===== config.mk =====
export PLATFORM = sky130hd
export DESIGN_NAME = timing_wheel_event_scheduler_flat
export DESIGN_NICKNAME = d
export VERILOG_FILES = /design/src/hw/rtl/tw_pkg.sv /design/src/hw/rtl/tw_if.sv /design/src/hw/rtl/tw_ctrl.sv /design/src/hw/rtl/tw_dp.sv /design/src/hw/rtl/timing_wheel_event_scheduler.sv /design/src/flat_wrapper.sv
export SDC_FILE = /design/constraint.sdc
export NUM_CORES = 1
export LEC_CHECK = 0
export BUFFER_PORTS_ARGS = -buffer_cell sky130_fd_sc_hd__buf_2
export CORE_MARGIN = 10
export CORE_UTILIZATION = 40
export DETAILED_ROUTE_END_ITERATION = 16
export GPL_ROUTABILITY_DRIVEN = 1
export PLACE_DENSITY = 0.57
export SLEW_MARGIN = 20
export SYNTH_ARGS = -nofsm -noshare
export SYNTH_HDL_FRONTEND = slang
export SYNTH_SLANG_ARGS = --single-unit

===== constraint.sdc =====
create_clock -name clk -period 6.14 [get_ports clk]
set_input_delay 0.307 -clock clk [delete_from_list [all_inputs] [get_ports clk]]
set_output_delay 0.307 -clock clk [all_outputs]
set_load 0.02 [all_outputs]

===== src/hw/rtl/tw_pkg.sv =====
// Shared types and codes for the timing wheel scheduler.
`default_nettype none
package tw_pkg;
  localparam int unsigned FuncW = 2;
  localparam int unsigned IdW = 5;
  localparam int unsigned DelayW = 7;
  localparam int unsigned StatusW = 2;
  localparam int unsigned LeftW = 7;

  typedef enum logic [FuncW-1:0] {
    FUNC_ADD    = 2'd0,
    FUNC_CANCEL = 2'd1,
    FUNC_TICK   = 2'd2,
    FUNC_QUERY  = 2'd3
  } func_t;

  typedef enum logic [StatusW-1:0] {
    ST_OK      = 2'd0,
    ST_CLAMPED = 2'd1,
    ST_BUSY    = 2'd2,
    ST_IDLE    = 2'd3
  } status_t;

  typedef enum logic {
    KIND_ACK  = 1'b0,
    KIND_FIRE = 1'b1
  } kind_t;

  typedef struct packed {
    logic [FuncW-1:0]  func;
    logic [IdW-1:0]    event_id;
    logic [DelayW-1:0] delay;
  } req_t;

  typedef struct packed {
    logic              kind;
    logic [IdW-1:0]    fired_id;
    logic [StatusW-1:0] status;
    logic [LeftW-1:0]  time_left;
    logic              last;
  } rsp_t;

  // Controller to datapath commands.
  typedef struct packed {
    logic load;    // latch request
    logic do_add;
    logic rm_head; // cancel: event is head of its chain
    logic walk;    // cancel: step along chain
    logic unlink;  // cancel: unlink after cursor
    logic fire;    // tick: pop head
    logic adv;     // tick: advance position
    logic emit_ack;
  } cmd_t;

  typedef struct packed {
    func_t func;
    logic  active;
    logic  head_valid;  // at target slot
    logic  is_head;
    logic  cur_has_next;
    logic  cur_next_is_id;
    logic  fire_last;   // popped event was the last of the bucket
  } sts_t;
endpackage
`default_nettype wire


===== src/hw/rtl/tw_if.sv =====
// Valid/ready channel carrying one payload.
`default_nettype none
interface tw_if #(parameter type payload_t = logic) ();
  logic     valid;
  logic     ready;
  payload_t payload;
  modport source (output valid, output payload, input ready);
  modport sink (input valid, input payload, output ready);
endinterface
`default_nettype wire


===== src/hw/rtl/tw_ctrl.sv =====
// Sequencing state machine of the timing wheel.
`default_nettype none
module tw_ctrl (
  input  wire logic        clk,
  input  wire logic        rst,
  input  wire logic        in_valid,
  output logic             in_ready,
  input  wire logic        out_free,
  output tw_pkg::cmd_t     cmd,
  input  wire tw_pkg::sts_t sts
);
  typedef enum logic [4:0] {
    S_IDLE = 5'b00001,
    S_DEC  = 5'b00010,
    S_WALK = 5'b00100,
    S_TICK = 5'b01000,
    S_DONE = 5'b10000
  } state_t;
  state_t state, state_next;

  always_ff @(posedge clk) begin
    if (rst) state <= S_IDLE;
    else state <= state_next;
  end

  assign in_ready = (state == S_IDLE);

  always_comb begin
    cmd = '0;
    state_next = state;
    unique case (state)
      S_IDLE: begin
        if (in_valid) begin
          cmd.load = 1'b1;
          state_next = S_DEC;
        end
      end
      S_DEC: begin
        if (sts.func == tw_pkg::FUNC_TICK) begin
          if (sts.head_valid) state_next = S_TICK;
          else begin
            cmd.adv = 1'b1;
            state_next = S_IDLE;
          end
        end else if (out_free) begin
          cmd.emit_ack = 1'b1;
          if (sts.func == tw_pkg::FUNC_ADD) cmd.do_add = 1'b1;
          if (sts.func == tw_pkg::FUNC_CANCEL && sts.active) begin
            if (!sts.head_valid) state_next = S_IDLE;
            else if (sts.is_head) begin
              cmd.rm_head = 1'b1;
              state_next = S_IDLE;
            end else state_next = S_WALK;
          end else state_next = S_IDLE;
        end
      end
      S_WALK: begin
        if (!sts.cur_has_next) state_next = S_IDLE;
        else if (sts.cur_next_is_id) begin
          cmd.unlink = 1'b1;
          state_next = S_IDLE;
        end else cmd.walk = 1'b1;
      end
      S_TICK: begin
        if (out_free) begin
          cmd.fire = 1'b1;
          if (sts.fire_last) begin
            cmd.adv = 1'b1;
            state_next = S_DONE;
          end
        end
      end
      S_DONE: state_next = S_IDLE;
      default: state_next = S_IDLE;
    endcase
  end
endmodule
`default_nettype wire


===== src/hw/rtl/tw_dp.sv =====
// Wheel state, chain links and result register.
`default_nettype none
module tw_dp #(
  parameter int unsigned SLOTS  = 64,
  parameter int unsigned EVENTS = 32
) (
  input  wire logic          clk,
  input  wire logic          rst,
  input  wire tw_pkg::req_t  req,
  input  wire tw_pkg::cmd_t  cmd,
  output tw_pkg::sts_t       sts,
  output logic               out_free,
  output logic               out_valid,
  input  wire logic          out_ready,
  output tw_pkg::rsp_t       rsp
);
  localparam int unsigned SW = (SLOTS > 1) ? $clog2(SLOTS) : 1;
  localparam int unsigned SWP = SW + 1;
  localparam int unsigned EW = (EVENTS > 1) ? $clog2(EVENTS) : 1;
  localparam int unsigned DW = tw_pkg::DelayW + 1;
  localparam int unsigned CW = (SW > DW) ? SW + 1 : DW + 1;

  logic [SW-1:0] pos;
  logic [EW-1:0] link [EVENTS];
  logic [EVENTS-1:0] lvalid;
  logic [SW-1:0] eslot [EVENTS];
  logic [EVENTS-1:0] active;
  logic [EVENTS-1:0] ishead;  // event is the first of its bucket chain

  tw_pkg::req_t r;
  logic [EW-1:0] cur;
  logic [EW-1:0] rid;
  logic known;
  logic [SW-1:0] tgt;
  logic [CW-1:0] sum;
  logic clamp;
  logic [DW-1:0] dly;
  logic [SW-1:0] aslot;
  logic hv;
  logic [EW-1:0] hid;
  logic [SW:0] wrap;
  logic [SW-1:0] left;
  tw_pkg::status_t st;

  always_ff @(posedge clk) if (cmd.load) r <= req;

  assign rid   = EW'(r.event_id);
  assign known = ({{(32-tw_pkg::IdW){1'b0}}, r.event_id} < EVENTS);
  assign clamp = ({{(32-tw_pkg::DelayW){1'b0}}, r.delay} > SLOTS);
  assign dly   = clamp ? DW'(SLOTS) : {1'b0, r.delay};
  assign sum   = CW'(pos) + CW'(dly);
  // Sum stays below 2*SLOTS.
  always_comb begin
    logic [CW-1:0] s;
    s = sum;
    if (s >= CW'(SLOTS)) s = s - CW'(SLOTS);
    if (s >= CW'(SLOTS)) s = s - CW'(SLOTS);
    tgt = s[SW-1:0];
  end
  assign aslot = (r.func == tw_pkg::FUNC_ADD) ? tgt :
                 (r.func == tw_pkg::FUNC_TICK) ? pos : eslot[rid];

  // Bucket head: the one event flagged as head whose slot matches.
  always_comb begin
    hv = 1'b0;
    hid = '0;
    for (int unsigned e = 0; e < EVENTS; e++) begin
      if (ishead[e] && eslot[e] == aslot) begin
        hv = 1'b1;
        hid = EW'(e);
      end
    end
  end

  assign wrap = {1'b0, eslot[rid]} + SWP'(SLOTS) - {1'b0, pos};
  assign left = (eslot[rid] >= pos) ? eslot[rid] - pos : wrap[SW-1:0];

  always_comb begin
    sts.func = tw_pkg::func_t'(r.func);
    sts.active = known && active[rid];
    sts.head_valid = hv;
    sts.is_head = (hid == rid);
    sts.cur_has_next = lvalid[cur];
    sts.cur_next_is_id = (link[cur] == rid);
    sts.fire_last = !lvalid[hid];
  end

  always_comb begin
    st = tw_pkg::ST_OK;
    unique case (r.func)
      tw_pkg::FUNC_ADD:
        if (!known || active[rid]) st = tw_pkg::ST_BUSY;
        else if (clamp) st = tw_pkg::ST_CLAMPED;
      tw_pkg::FUNC_CANCEL, tw_pkg::FUNC_QUERY:
        if (!sts.active) st = tw_pkg::ST_IDLE;
      default: st = tw_pkg::ST_OK;
    endcase
  end

  always_ff @(posedge clk) begin
    if (rst) begin
      pos <= '0;
      ishead <= '0;
      lvalid <= '0;
      active <= '0;
    end else begin
      if (cmd.do_add && known && !active[rid]) begin
        lvalid[rid] <= hv;
        link[rid] <= hid;
        if (hv) ishead[hid] <= 1'b0;
        ishead[rid] <= 1'b1;
        eslot[rid] <= tgt;
        active[rid] <= 1'b1;
      end
      if (cmd.emit_ack && r.func == tw_pkg::FUNC_CANCEL && sts.active) begin
        active[rid] <= 1'b0;
        cur <= hid;
      end
      if (cmd.rm_head) begin
        ishead[rid] <= 1'b0;
        if (lvalid[rid]) ishead[link[rid]] <= 1'b1;
        lvalid[rid] <= 1'b0;
      end
      if (cmd.walk) cur <= link[cur];
      if (cmd.unlink) begin
        lvalid[cur] <= lvalid[rid];
        link[cur] <= link[rid];
        lvalid[rid] <= 1'b0;
      end
      if (cmd.fire) begin
        ishead[hid] <= 1'b0;
        if (lvalid[hid]) ishead[link[hid]] <= 1'b1;
        lvalid[hid] <= 1'b0;
        active[hid] <= 1'b0;
      end
      if (cmd.adv) pos <= (pos == SW'(SLOTS - 1)) ? '0 : pos + 1'b1;
    end
  end

  // Result register.
  assign out_free = !out_valid || out_ready;
  always_ff @(posedge clk) begin
    if (rst) out_valid <= 1'b0;
    else if (cmd.emit_ack || cmd.fire) out_valid <= 1'b1;
    else if (out_ready) out_valid <= 1'b0;
  end
  always_ff @(posedge clk) begin
    if (cmd.fire) begin
      rsp.kind <= tw_pkg::KIND_FIRE;
      rsp.fired_id <= tw_pkg::IdW'(hid);
      rsp.status <= tw_pkg::ST_OK;
      rsp.time_left <= '0;
      rsp.last <= !lvalid[hid];
    end else if (cmd.emit_ack) begin
      rsp.kind <= tw_pkg::KIND_ACK;
      rsp.fired_id <= r.event_id;
      rsp.status <= st;
      rsp.last <= 1'b1;
      if (r.func == tw_pkg::FUNC_QUERY)
        rsp.time_left <= sts.active ? tw_pkg::LeftW'(left) : tw_pkg::LeftW'(SLOTS + 1);
      else rsp.time_left <= '0;
    end
  end
endmodule
`default_nettype wire


===== src/hw/rtl/timing_wheel_event_scheduler.sv =====
// Top level of the single-level timing wheel event scheduler.
// Requests arrive on req (func, event_id, delay); results leave on rsp.
// Add, cancel and query give one acknowledge; a tick gives one fired result
// per event in the current bucket, in chain order, last set on the final
// one, and none if the bucket is empty.
// Add and query are decoded, then answered through the result register; a cancel
// walks the bucket chain one link a cycle, down to the event's place in
// its chain; a tick pops its events one by one, then advances the position.
// One request is worked on at a time; req is ready only when idle.
// Reset clears the position and every head, link-valid and active flag at once.
// A stalled result holds in the output register and the sequencer waits.
`default_nettype none
module timing_wheel_event_scheduler #(
  parameter int unsigned SLOTS  = 64,
  parameter int unsigned EVENTS = 32
) (
  input wire logic clk,
  input wire logic rst,
  tw_if.sink       req,
  tw_if.source     rsp
);
  tw_pkg::cmd_t cmd;
  tw_pkg::sts_t sts;
  logic out_free;

  tw_ctrl u_ctrl (
    .clk(clk), .rst(rst), .in_valid(req.valid), .in_ready(req.ready),
    .out_free(out_free), .cmd(cmd), .sts(sts)
  );

  tw_dp #(.SLOTS(SLOTS), .EVENTS(EVENTS)) u_dp (
    .clk(clk), .rst(rst), .req(req.payload), .cmd(cmd), .sts(sts),
    .out_free(out_free), .out_valid(rsp.valid), .out_ready(rsp.ready),
    .rsp(rsp.payload)
  );
endmodule
`default_nettype wire


===== src/flat_wrapper.sv =====
// flat-port wrapper written by rule: the top's interface ports become plain ports
module timing_wheel_event_scheduler_flat 
#(
  parameter int unsigned SLOTS  = 64,
  parameter int unsigned EVENTS = 32
)
  (clk, rst, req_valid, req_payload, req_ready, rsp_valid, rsp_payload, rsp_ready);
  tw_if #(.payload_t(tw_pkg::req_t)) req_i ();
  tw_if #(.payload_t(tw_pkg::rsp_t)) rsp_i ();
  input wire logic clk;
  input wire logic rst;
  input wire logic [$bits(req_i.valid)-1:0] req_valid;
  input wire logic [$bits(req_i.payload)-1:0] req_payload;
  output wire logic [$bits(req_i.ready)-1:0] req_ready;
  output wire logic [$bits(rsp_i.valid)-1:0] rsp_valid;
  output wire logic [$bits(rsp_i.payload)-1:0] rsp_payload;
  input wire logic [$bits(rsp_i.ready)-1:0] rsp_ready;
  assign req_i.valid = req_valid;
  assign req_i.payload = req_payload;
  assign req_ready = req_i.ready;
  assign rsp_valid = rsp_i.valid;
  assign rsp_payload = rsp_i.payload;
  assign rsp_i.ready = rsp_ready;
  timing_wheel_event_scheduler #(.SLOTS(SLOTS), .EVENTS(EVENTS)) u_core (.clk(clk), .rst(rst), .req(req_i), .rsp(rsp_i));
endmodule

Yosys cells after proc, flatten, opt, wreduce, memory -nomap -nowiden
Memories as Yosys holds them, arrays and structs flattened. A register that Yosys moved wholly into a read port is not among the register bits.
Cells that the tools add are included.
W data, S select, Z words.
{ "word_totals": {"word_cells": 324, "mem_bits_rw": 352, "reg_bits": 143, "mem_count": 2, "input_bits": 18} }
{ "op_classes": {"muxes": 170, "addsub": 7, "order_cmp": 14, "bitwise": 15, "eq_ne": 47, "n_reduce_logical": 54} }
{ "mem_list": {"columns": ["memory", "depth", "word_bits", "read_ports", "rd_clocked_by_memory_dff", "wr", "line_no", "text"], "rows": [
  ["u_core.u_dp.eslot", 32, 6, 33, 1, 1, "tw_dp.sv:26", "logic [SW-1:0] eslot [EVENTS];"],
  ["u_core.u_dp.link", 32, 5, 3, 2, 1, "tw_dp.sv:24", "logic [EW-1:0] link [EVENTS];"]
]} }
{ "ops": {"columns": ["op", "n"], "rows": [
  ["$mux W32", 22],
  ["$and A32 B32 Y32", 8],
  ["$mux W5", 44],
  ["$eq A6 B6 Y1", 32],
  ["$or A32 B32 Y32", 4],
  ["$mux W1", 67],
  ["$bwmux W32", 2],
  ["$not A32 Y32", 2],
  ["$logic_and A1 B1 Y1", 41],
  ["$lt A5 B6 Y1 const B", 5],
  ["$mux W15", 2],
  ["$mux W6", 5],
  ["$demux W1 S5", 5],
  ["$ge A5 B1 Y1 const B", 5],
  ["$mux W7", 3],
  ["$bmux W1 S5", 4],
  ["$pmux W5 S4", 1],
  ["$mux W2", 8],
  ["$add A6 B1 Y6 const B", 2],
  ["$sub A6 B6 Y6", 2],
  ["$eq A5 B5 Y1", 2],
  ["$ge A9 B7 Y1 const B", 1],
  ["$mux W3", 3],
  ["$mux W9", 1],
  ["28 further kinds", 36]
]} }

Longest topological paths before layout
{ "logic_depth": {"ltp_word": 63, "ltp_mapped": 27} }

Modules after synthesis
A second synthesis with hierarchy kept.
{ "hier_totals": {"cells_unflattened": 3319, "area_unflattened_um2": 33120.5} }
{ "modules_own_cells": {"columns": ["mod", "cells_per_inst", "area_each_um2", "n_inst", "seq_area_each_um2"], "rows": [
  ["tw_dp", 3270, 32763.9, 1, 13783.2],
  ["tw_ctrl", 49, 356.6, 1, 100.1]
]} }

Worst setup path before layout
No wires, ideal clock.
{ "synth_path": {"path_kind": "reg-to-reg", "from": "register u_core.u_dp.r[6] in the netlist's numbering", "to": "memory u_core.u_dp.link[0][0] in the netlist's numbering (data pin)", "path_slack_ns": 0.066, "stages_incl_launch_ff": 21, "arrival_time_ns": 5.697, "t_required_ns": 5.763, "path_cell_list": "edfxtp_1 nor2b_1 ha_1 fa_1 mux2_2 nor2_1 clkbuf_1 clkbuf_1 nor2_1 mux2i_1 o211ai_1 nor4_1 o21bai_1 a211oi_1 a21o_2 o21ai_2 buf_6 buf_2 buf_2 nor2_1 a21oi_1"} }
{ "synth_between": {"elab_chain_cells": 42, "word_cells_on_any_way": 104, "classes_between": "3 x add/sub; 3 x order compare; 31 x eq/ne; 36 x mux; 31 x reduce/logical"} }
{ "synth_lines": {"columns": ["element", "line_no", "text"], "rows": [
  ["start, declared", "tw_dp.sv:30", "tw_pkg::req_t r;"],
  ["start signal, assigned", "tw_dp.sv:45", "always_ff @(posedge clk) if (cmd.load) r <= req;"],
  ["$gt A7 B7 Y1 *", "tw_dp.sv:49", "assign clamp = ({{(32-tw_pkg::DelayW){1'b0}}, r.delay} > SLOTS);"],
  ["$mux W7 *", "tw_dp.sv:50", "assign dly = clamp ? DW'(SLOTS) : {1'b0, r.delay};"],
  ["$add A6 B7 Y8 *", "tw_dp.sv:51", "assign sum = CW'(pos) + CW'(dly);"],
  ["named net u_core.u_dp.sum[1]", "tw_dp.sv:35", "logic [CW-1:0] sum;"],
  ["$sub A8 B7 Y9 or $ge A8 B7 Y1 (tied branches)", "tw_dp.sv:56", "if (s >= CW'(SLOTS)) s = s - CW'(SLOTS);"],
  ["$mux W9 *", "tw_dp.sv:56", null],
  ["$ge A9 B7 Y1 or $sub A6 B1 Y6 (tied branches)", "tw_dp.sv:57", "if (s >= CW'(SLOTS)) s = s - CW'(SLOTS);"],
  ["$mux W6 *", "tw_dp.sv:57", null],
  ["$mux W6 *", "tw_dp.sv:60", "assign aslot = (r.func == tw_pkg::FUNC_ADD) ? tgt :"],
  ["$eq A6 B6 Y1", "tw_dp.sv:68", "if (ishead[e] && eslot[e] == aslot) begin"],
  ["$logic_and A1 B1 Y1", "tw_dp.sv:68", null],
  ["$mux W1", "tw_dp.sv:68", null],
  ["$mux W5 (29 in series)", "tw_dp.sv:68", null],
  ["$mux W5 *", "tw_dp.sv:68", null],
  ["$mux W5 (no source line) *", null, null],
  ["end, declared", "tw_dp.sv:24", null]
]} }
Mark *: on every way through the listed nets, which the timed path passes. The rest lies on a longest branch.

==> results.json <==
{
  "dieArea_mm2": 0.08849,
  "relSlewSlack": 0.1914,
  "yosysMostFrequentCell": "edfxtp_1",
  "crit_path_start_kind": "register",
  "clock-sinks": 505,
  "grt_antenna_before_repair": 2,
  "cpPeakStageDelay_ns": 0.54,
  "r2r_cells": 28,
  "die_h_um": 297.5,
  "grt_max_degree": 52,
  "ys.flop_type": "edfxtp_1",
  "drtPass1Iterations": 5,
  "drc": 0,
  "rrSetupSlack_ns": -0.13,
  "async_reset_ff_frac": 0,
  "crit_slowest_cell": "or4_4",
  "cts_buffers": 56,
  "cp.arrival_ns": 6.79,
  "rows": 101,
  "drive_gt1_frac": 0.3933,
  "ir_drop_mv": 0.2541,
  "rr_endpoint": "u_core.u_dp.ishead[16]",
  "coreArea_mm2": 0.07608,
  "grt_pass1_vias": 28702,
  "clock_path_buffers": 3,
  "clk_pin_slew_ns": 0.06,
  "end_kind": "register",
  "crit_fanout": 13,
  "ys_seq_area_frac": 0.4508,
  "hold_violations": 0,
  "fin_ws_ns": -0.1333,
  "hold_start": "rsp_ready",
  "die_w_um": 297.5,
  "crit_top_cell": "buf_12",
  "hold_depth": 3,
  "min_path_type": "in -> reg",
  "overflow": 0,
  "area_growth_pct": 37.08,
  "clockRootBuffer": "clkbuf_16",
  "period_share": 1.022,
  "first_iter_violations": 4049,
  "grt_pass1_wl_mm": 222.7,
  "hpwl_mm": 121.2,
  "grt.total_usage": 0.3475,
  "syn_inst": 2821,
  "min_period_ns": 6.273,
  "violations": "negative setup slack",
  "dp_cells": 4315,
  "h-tree-depth": 2,
  "yosys_warnings": 0,
  "netlist_top_cells_count": "377 x edfxtp_1, 236 x nor2_1, 203 x nand2_1",
  "place_ws_ns": -0.8443,
  "tightest_slew_ns": 1.189,
  "io_buffers": 35,
  "yosysUniqueCellTypes": 108,
  "clock_latency_ns": 0.65,
  "fin_nets": 3502,
  "cts_tree": "built",
  "wl_mm": 160.8,
  "ant_nets": 0,
  "hold_path_end": "u_core.u_dp.out_valid",
  "outcome": "complete, but fails checks",
  "syn_avg_cell_area_um2": 10.92,
  "ys_top_cells_by_area": "edfxtp_1 37%, mux4_2 9.1%, dfxtp_1 8.3%",
  "leakage_nw": 15.13,
  "wl_per_cell_um": 35.33,
  "cp.required_ns": 6.66,
  "yosys.area.top_type_share": 0.3676,
  "power_density_mw_per_mm2": 254.4,
  "crit_type": "reg -> reg",
  "fill_cells": 6575,
  "vias": 30107,
  "grt_setup_unrepaired": "true",
  "finalSetupViolations": 36,
  "multiInputGateArea_mm2": 0.01772,
  "stdcell_count": 4551,
  "maxCapViolations": 0,
  "synth_top_area_cell": "edfxtp_1",
  "gp_congestion": 1.062,
  "start_util": 0.4048,
  "final-seq-area_mm2": 0.01389,
  "clock.fmax_ghz": 0.1594,
  "avgViaCountPerCell": 6.615,
  "synth_fp_nets": 2852,
  "syn_area_mm2": 0.03080,
  "ios": 36,
  "ys_ff_latch": 505,
  "synth_edf_count": 377,
  "drv_slew": 0,
  "final.setup_skew_ns": 0.02889
}
==> area by class of cell <==
type	instances	share of cell area
Antenna cell	2	0.0001186
Timing Repair Buffer	792	0.1703
Sequential cell	505	0.3291
Inverter	44	0.004268
Multi-Input combinational cell	2072	0.4198
Tap cell	1030	0.03053
Clock buffer	75	0.03654
Clock inverter	31	0.009336
==> flip-flops by register name, summed over array words and instances (netlist names), 6 cells and up, named ones only <==
| signal | count |
|---|---|
| u_core.u_dp.active | 32 |
| u_core.u_dp.eslot | 192 |
| u_core.u_dp.ishead | 32 |
| u_core.u_dp.link | 160 |
| u_core.u_dp.lvalid | 32 |
| u_core.u_dp.pos | 6 |
| u_core.u_dp.r | 7 |
| u_core.u_dp.rsp | 16 |
==> critical path: cells and delay by family (launching register included) <==
family | cells | cell delay, ns
compound gates | 8 | 1.53
flops | 1 | 0.35
mux | 1 | 0.25
buf+inv | 11 | 1.78
simple gates | 8 | 2.18
==> stage by stage <==
stage	TNS (ns)	power (mW)	util	hold WS (ns)	instance area [um2]
2_1_floorplan	0	5.227	-	0.4059	30800
3_3_place_gp	-63.37	6.616	0.4829	0.4289	36730
3_5_place_dp	-50.02	6.626	0.4829	0.4367	36740
4_1_cts	-0.02055	10.55	0.5353	0.02025	40720
5_1_grt	-5.544	11.01	0.5549	0.06689	42210
6_report	-2.702	10.74	0.5549	0.04631	42220
==> cells in the final DEF (no fill, tap or decap), drive strengths merged, types with 78 or more instances in the layout <==
master and n:
buf 773, edfxtp 377, nor2 241, nand2 205
mux2i 180, o21ai 175, a21oi 133, dfxtp 128
mux4 124, o22ai 85, a22oi 80, clkbuf 78
==> power breakdown <==
group          internal [mW]  switching [mW]  total [mW]
Sequential              3.72          0.0383        3.76
Combinational           1.45            1.93        3.38
Clock                   2.10            1.50        3.60
Total                   7.27            3.47        10.7
==> worst max path at each step <==
| stage | to | slack (ns) | cells past startpoint |
|---|---|---|---|
| 5_1_grt | u_core.u_dp.ishead[19] | -0.22 | 24 |
| 3_3_place_gp | u_core.u_dp.ishead[17] | -1.01 | 27 |
| 4_1_cts | u_core.u_dp.ishead[17] | -0.006 | 28 |
| 3_5_place_dp | u_core.u_dp.ishead[22] | -0.84 | 28 |
| 6_report | u_core.u_dp.ishead[16] | -0.13 | 28 |
| 2_1_floorplan | u_core.u_dp.link[0][0] | 0.07 | 20 |
==> repair_timing <==
action | 4_1_cts | 5_1_grt
pin swaps | 83 | 94
endpoints found under the setup margin | 92 | 78
hold buffers | 15 | 0
resized for setup | 258 | 218
hold endpoints to repair | 17 | 0
cloned | 6 | 3
buffers inserted | 72 | 43
==> metal layers <==
metal | up-vias | track usage | part of all wire
li1 | 12445 | - | -
met1 | 15148 | 0.4713 | 0.40
met2 | 2061 | 0.5182 | 0.43
met3 | 451 | 0.07536 | 0.10
met4 | 2 | 0.1734 | 0.061
met5 | - | 0 | 0.000056
==> cells by family (layout without fill, tap and decap cells) <==
logic type	count (synthesis)	in the layout	share of synthesized area
xor+xnor	93	93	0.02690
flops	505	505	0.4508
mux	335	335	0.1606
fa+ha+maj	13	13	0.005769
simple gates	818	818	0.1344
buf+inv	244	942	0.03815
other cells	0	2	0
compound gates	813	813	0.1834
No activity file was read; power rests on OpenSTA's default activity.
